===== src/rtl/clint_pkg.sv =====
// Shared types and constants of the core-local interruptor.
package clint_pkg;

  // Request operations
  typedef enum logic [1:0] {
    OP_READ  = 2'd0,
    OP_WRITE = 2'd1,
    OP_TICK  = 2'd2,
    OP_NOP   = 2'd3
  } opcode_t;

  // Register window offsets
  localparam logic [63:0] OFF_CMP_START = 64'h0000_0000_0000_4000;
  localparam logic [63:0] OFF_TIME_LO   = 64'h0000_0000_0000_BFF8;
  localparam logic [63:0] OFF_TIME_HI   = 64'h0000_0000_0000_BFFC;
  localparam logic [63:0] LOW32_MASK    = 64'h0000_0000_FFFF_FFFF;

  // Reset value of the window base address
  localparam logic [63:0] WINDOW_BASE_RESET = 64'h0000_0000_0200_0000;

  // Width of the pending vectors and of a hart number taken from an offset
  localparam int PEND_W    = 4;
  localparam int HART_NUM_W = 12;

endpackage


===== src/rtl/core_local_timer_interruptor_core.sv =====
// Core-local interruptor: software flags, timer compares and the time counter.
// A request is held in the input register once accepted; its result is valid once it moves into the result register.
// Throughput: one request per cycle while the output is drained; the input register and the result register
// each advance whenever the stage after them is empty or is being drained.
// Reset (rst, synchronous, active high) clears flags, compares, time counter,
// valid bits, and restores the window base to 0x2000000.
module core_local_timer_interruptor_core
  import clint_pkg::*;
#(
  parameter int HART_COUNT = 4
) (
  input  logic        clk,
  input  logic        rst,
  input  logic        cfg_write_en,
  input  logic [63:0] cfg_write_data,
  input  logic        in_valid,
  output logic        in_ready,
  input  logic [1:0]  opcode,
  input  logic [63:0] address,
  input  logic [63:0] write_data,
  output logic        out_valid,
  input  logic        out_ready,
  output logic [63:0] read_data,
  output logic [3:0]  soft_pending,
  output logic [3:0]  timer_pending,
  output logic [63:0] time_now
);

  localparam int HART_W = (HART_COUNT > 1) ? $clog2(HART_COUNT) : 1;
  localparam int VIS    = (HART_COUNT < PEND_W) ? HART_COUNT : PEND_W;
  localparam logic [HART_NUM_W-1:0] HART_LIMIT = HART_NUM_W'(HART_COUNT);

  // Architectural state
  logic [63:0]           window_base;
  logic [HART_COUNT-1:0] soft_flags;
  logic [63:0]           compare_values [HART_COUNT];
  logic [63:0]           time_count;

  // Input register
  logic        req_valid;
  opcode_t     req_op;
  logic [63:0] req_off;
  logic [63:0] req_data;

  logic advance;
  logic capture;

  assign advance  = !out_valid || out_ready;
  assign in_ready = !req_valid || advance;
  assign capture  = in_valid && in_ready;

  // Hold the window base; the user must write it only while idle, the block does not enforce this
  always_ff @(posedge clk) begin
    if (rst) begin
      window_base <= WINDOW_BASE_RESET;
    end else if (cfg_write_en) begin
      window_base <= cfg_write_data;
    end
  end

  // Capture the request and reduce the address to a window offset
  always_ff @(posedge clk) begin
    if (rst) begin
      req_valid <= 1'b0;
    end else if (in_ready) begin
      req_valid <= in_valid;
    end
  end

  always_ff @(posedge clk) begin
    if (capture) begin
      req_op   <= opcode_t'(opcode);
      req_off  <= address - window_base;
      req_data <= write_data;
    end
  end

  // Decode the offset
  logic                  in_flag_region;
  logic                  in_cmp_region;
  logic [15:0]           cmp_rel;
  logic [HART_NUM_W-1:0] flag_hart_num;
  logic [HART_NUM_W-1:0] cmp_hart_num;
  logic                  flag_hit;
  logic                  cmp_hit;
  logic [HART_W-1:0]     flag_hart;
  logic [HART_W-1:0]     cmp_hart;
  logic                  time_lo_hit;
  logic                  time_hi_hit;

  always_comb begin
    in_flag_region = (req_off < OFF_CMP_START);
    in_cmp_region  = !in_flag_region && (req_off < OFF_TIME_LO);
    cmp_rel        = req_off[15:0] - OFF_CMP_START[15:0];
    flag_hart_num  = req_off[13:2];
    cmp_hart_num   = cmp_rel[14:3];
    flag_hit       = in_flag_region && (flag_hart_num < HART_LIMIT);
    cmp_hit        = in_cmp_region && (cmp_hart_num < HART_LIMIT);
    // Drop to hart zero when out of range so the index stays inside the array
    flag_hart      = flag_hit ? flag_hart_num[HART_W-1:0] : '0;
    cmp_hart       = cmp_hit ? cmp_hart_num[HART_W-1:0] : '0;
    time_lo_hit    = (req_off == OFF_TIME_LO);
    time_hi_hit    = (req_off == OFF_TIME_HI);
  end

  // Work out the next state and the read data
  logic                  do_step;
  logic [HART_COUNT-1:0] soft_flags_next;
  logic [63:0]           compare_next [HART_COUNT];
  logic [63:0]           time_count_next;
  logic [63:0]           read_data_next;
  logic [3:0]            soft_pending_next;
  logic [3:0]            timer_pending_next;

  assign do_step = req_valid && advance;

  always_comb begin
    soft_flags_next = soft_flags;
    compare_next    = compare_values;
    time_count_next = time_count;
    read_data_next  = '0;
    unique case (req_op)
      OP_READ: begin
        if (flag_hit) begin
          read_data_next = {63'd0, soft_flags[flag_hart]};
        end else if (cmp_hit) begin
          read_data_next = compare_values[cmp_hart];
        end else if (time_lo_hit) begin
          read_data_next = time_count & LOW32_MASK;
        end else if (time_hi_hit) begin
          read_data_next = {32'd0, time_count[63:32]};
        end
      end
      OP_WRITE: begin
        if (flag_hit) begin
          soft_flags_next[flag_hart] = req_data[0];
        end else if (cmp_hit) begin
          compare_next[cmp_hart] = req_data;
        end
      end
      OP_TICK: begin
        time_count_next = time_count + 64'd1;
      end
      default: begin
      end
    endcase
  end

  // Pending vectors of the harts that fit the 4-bit outputs
  always_comb begin
    soft_pending_next  = '0;
    timer_pending_next = '0;
    for (int i = 0; i < VIS; i++) begin
      soft_pending_next[i]  = soft_flags_next[i];
      timer_pending_next[i] = (time_count_next >= compare_next[i]);
    end
  end

  // Commit the state when the request moves into the result register
  always_ff @(posedge clk) begin
    if (rst) begin
      soft_flags <= '0;
      time_count <= '0;
      for (int i = 0; i < HART_COUNT; i++) begin
        compare_values[i] <= '0;
      end
    end else if (do_step) begin
      soft_flags     <= soft_flags_next;
      time_count     <= time_count_next;
      compare_values <= compare_next;
    end
  end

  // Result register
  always_ff @(posedge clk) begin
    if (rst) begin
      out_valid <= 1'b0;
    end else if (advance) begin
      out_valid <= req_valid;
    end
  end

  always_ff @(posedge clk) begin
    if (do_step) begin
      read_data     <= read_data_next;
      soft_pending  <= soft_pending_next;
      timer_pending <= timer_pending_next;
      time_now      <= time_count_next;
    end
  end

endmodule


===== config.mk =====
export PLATFORM = sky130hd
export DESIGN_NAME = core_local_timer_interruptor_core
export DESIGN_NICKNAME = d
export VERILOG_FILES = /design/src/rtl/clint_pkg.sv /design/src/rtl/core_local_timer_interruptor_core.sv
export SDC_FILE = /design/constraint.sdc
export NUM_CORES = 2
export LEC_CHECK = 0
export ABC_AREA = 1
export BUFFER_PORTS_ARGS = -buffer_cell sky130_fd_sc_hd__buf_4
export CORE_MARGIN = 1.5
export CORE_UTILIZATION = 40
export DETAILED_ROUTE_END_ITERATION = 10
export PLACE_DENSITY = 0.63
export SETUP_SLACK_MARGIN = 0.3
export SLEW_MARGIN = 20
export SYNTH_ARGS = -nofsm -noshare
export SYNTH_HDL_FRONTEND = slang
export SYNTH_SLANG_ARGS = --single-unit

===== constraint.sdc =====
create_clock -name clk -period 8.3 [get_ports clk]
set_clock_uncertainty 0.15 [all_clocks]
set_input_delay 0.83 -clock clk [delete_from_list [all_inputs] [get_ports clk]]
set_output_delay 0.83 -clock clk [all_outputs]
set_load 0.005 [all_outputs]

==> reports/qor.csv <==
stage,metric,value,unit
cells_and_area,synth-to-layout area growth,15.1,%
synth,sequential fraction of the synthesis area,37.4,%
setup_path,Worst EP required,8.65,ns
die,Die Area,108000,µm²
setup_path,Crit path arrival time,6.82,ns
sta,Tcrit/Tclk final,78.0,%
synth,post-synthesis net count,6470,
min_path,HP Start,opcode[1],
setup_path,Max Fanout on Critical Path,81,
grt,initial antenna violation count,3,
sta,Fin. Hold Viols,0,
min_path,HP Class,in -> reg,
sta,max-slew violations,0,
detailed_routing,Post-DRT Antenna Nets,0,
sta,fmax,154,MHz
placed_design,DP HPWL,101000,µm
cells_and_area,Register Area,15800,µm²
power_and_ir_drop,VDD IR max,0.000140,V
grt,first-pass GRT wire length,212000,µm
cells_and_area,nets,6679,
synth,Yosys reg bits,656,
setup_path,RR Startpoint,req_off[33],
cells_and_area,Layout fillers,10584,
die,Die Y,328,µm
detailed_routing,DRT Pass-1 Iters,6,
synth,compound-gate portion of the synthesized area,15.1,%
cells_and_area,multi-input combinational cell area,22100,µm²
placed_design,RD Place Congestion,1.01,
setup_path,"Max stage delay cell, worst path",nor4b_1,
synth,Syn Area/Cell,7.10,µm²
clock_tree,clock buffer count from CTS,81,
synth,Synth Instances,5950,
clock_tree,clk root buf,clkbuf_16,
grt,gr ovfl total,0,
synth,Ys Warns,0,
synth,"EDFF count, synth",266,
die,Cell Rows,119,
sta,fin crit period,6.48,ns
sta,RSZ-0062 raised after global routing,no,
setup_path,reg2reg setup slack,1.82,ns
clock_tree,Hold Buf Count CTS,0,
setup_path,Worst setup EP type,flip-flop,
detailed_routing,DRC,0,
placed_design,IO Port Bufs,336,
power_and_ir_drop,leakage power total,21.8,nW
die,Starting Density,40.2,%
grt,largest net degree at the start of global routing,180,
placed_design,Setup WS pre-CTS,1.87,ns
clock_tree,clock sink count,656,
detailed_routing,DRT iter0 DRCs,3111,
clock_tree,Clock Latency Late Sink,0.66,ns
clock_tree,H-Tree Depth,3,
cells_and_area,share of layout cells above drive strength 1,8.43,%
cells_and_area,utilization after layout,46.3,%
clock_tree,clock slew at reported path FFs,0.06,ns
setup_path,"Buf+Inv Stages, Crit Path",3,
synth,XOR/XNOR Fraction of Synth Area,2.12,%
synth,Synth Cell Area,42200,µm²
die,Core Area,105000,µm²
grt,vias in the first global route,37548,
setup_path,worst path cell trace,nor2_1 -> and2_1 -> nand2_1 -> nor2_1 -> nand2_1 -> nor2_4 -> buf_4 -> inv_2 -> nor3_4 -> buf_4 -> nand2_4 -> o21a_1 -> ha_1 -> nand4_1 -> nor3_1 -> nor4b_1 -> and3_1 -> nand4_1 -> nand3_1,
die,Die W,328,µm
setup_path,WS Path Type,reg -> reg,
grt,Total GRT Usage,25.0,%
sta,Final WS setup,1.82,ns
sta,worst slew pin tran,1.10,ns
detailed_routing,drt total wl,137000,µm
clock_tree,CTS tree,done,
sta,final setup violating endpoints,0,
sta,Slew headroom,26.6,%
synth,post-synthesis adder-cell area fraction,9.53,%
clock_tree,Max clock buf depth,3,
setup_path,Top delay family on crit path,simple AND/OR/NAND/NOR gates,
die,num ports,337,
clock_tree,setup bufs post-CTS,0,
synth,top_reg_cell synth,dfxtp_1,
outcome,status,finished clean,
synth,synth unique cells,45,
synth,Simple-Gate Fraction of Synth Area,25.4,%
setup_path,Worst setup SP type,flip-flop,
setup_path,Worst setup startpoint,req_off[33],
synth,Synth async-reset ratio,0,%
synth,mux cell area share after synthesis,0,%
clock_tree,post-CTS sizing,0,
detailed_routing,vias per cell,5.20,
sta,Hold WS,0.197,ns
flow_run,max cap viols,0,
synth,main combinational cell family by area after synthesis,simple AND/OR/NAND/NOR gates,
detailed_routing,vias after detailed routing,39607,
power_and_ir_drop,Power Dens Cells,190,nW/µm²
sta,setup_tns,0,ns
detailed_routing,DR WL/cell,18.0,µm
setup_path,worst stage delay on the critical path,0.88,ns
[synth_stat cells, types with 90 or more instances]
cell type     n  area share, %
dfxtp_1     390             18
a21oi_1     447            5.3
ha_1        320            9.5
inv_1       883            7.8
clkbuf_1    151            1.3
o21a_1      134            2.4
o21ai_0     438            5.2
nand2_1    1233             11
edfxtp_1    266             19
xor2_1       90            1.9
nand3_1     400            4.7
nor2_1      708            6.3
[metrics by stage]
step / cell area, µm² / power [mW] / cells
after floorplan: 42200 / 4.99 / 5950
after global placement: 45900 / 5.60 / 7467
after detailed placement: 45900 / 5.63 / 7467
after CTS: 48600 / 9.31 / 7618
after global routing: 48600 / 9.69 / 7618
final: 48600 / 9.23 / 7619
[layout by cell type, fill, tap and decap left out, types with 18 or more instances in the layout]
cell       synthesis  final
a21oi_1          447    447
and2_1            67     67
buf_4              0    370
clkbuf_1         151     18
clkbuf_16          0     86
dfxtp_1          390    390
edfxtp_1         266    266
ha_1             320    320
inv_1            883    880
nand2_1         1233   1230
nand3_1          400    398
nand4_1           67     67
nor2_1           708    707
nor3_1            63     62
o211ai_1          49     49
o21a_1           134    134
o21ai_0          438    438
o21ai_1           21     21
xor2_1            90     90
[worst register-to-register path, stage by stage, from the launching register on]
cell and delay (ns):
edfxtp_1 0.37, nor2_1 0.10, and2_1 0.12, nand2_1 0.12
nor2_1 0.11, nand2_1 0.15, nor2_4 0.14, buf_4 0.44
inv_2 0.45, nor3_4 0.22, buf_4 0.47, nand2_4 0.58
o21a_1 0.54, ha_1 0.31, nand4_1 0.17, nor3_1 0.39
nor4b_1 0.88, and3_1 0.38, nand4_1 0.10, nand3_1 0.12
[final cells by class]
type | instances | area share [%]
multi-input combinational | 4156 | 45.5
sequential | 656 | 32.5
inverter | 889 | 6.89
timing repair buffer | 375 | 5.91
clock buffer | 111 | 4.77
tap | 1391 | 3.58
clock inverter | 40 | 0.814
antenna | 1 | 0.00515
[registers in the layout (all words and copies together) (netlist names)]
register,cells
compare_values,256
out_valid,1
read_data,64
req_data,64
req_off,64
req_op,2
req_valid,1
soft_flags,4
soft_pending,4
time_count,64
time_now,64
timer_pending,4
window_base,64
[where the power goes]
part | leakage [nW] | internal (mW) | switching, mW | total, mW
clock | 1.34 | 2.18 | 1.48 | 3.65
sequential | 5.73 | 3.63 | 0.171 | 3.80
combinational | 14.7 | 0.650 | 1.13 | 1.78
total | 21.8 | 6.46 | 2.77 | 9.23
[final timing paths]
check                                         to  cells after the start
worst max-delay path            timer_pending[3]                     19
worst max register to register  timer_pending[3]                     19
worst min-delay path                   req_op[1]                      1
worst min register to register   window_base[36]                      2
[cells by family after synthesis]
| group | Yosys count |
|---|---|
| fa+ha+maj | 321 |
| buf+inv | 1138 |
| compound gates | 1152 |
| flops | 656 |
| xor+xnor | 102 |
| simple gates | 2581 |
[layer usage]
metal	share of wire, %	global-route usage [%]	vias to the layer above	wire (µm)
met4	2.8	8.13	4	3800
met3	6.3	3.80	203	8590
met5	0.018	0	-	24
met1	45	33.4	18314	61400
li1	-	-	19877	-
met2	46	41.3	1209	63200
Power figures use the tool's default switching activity.
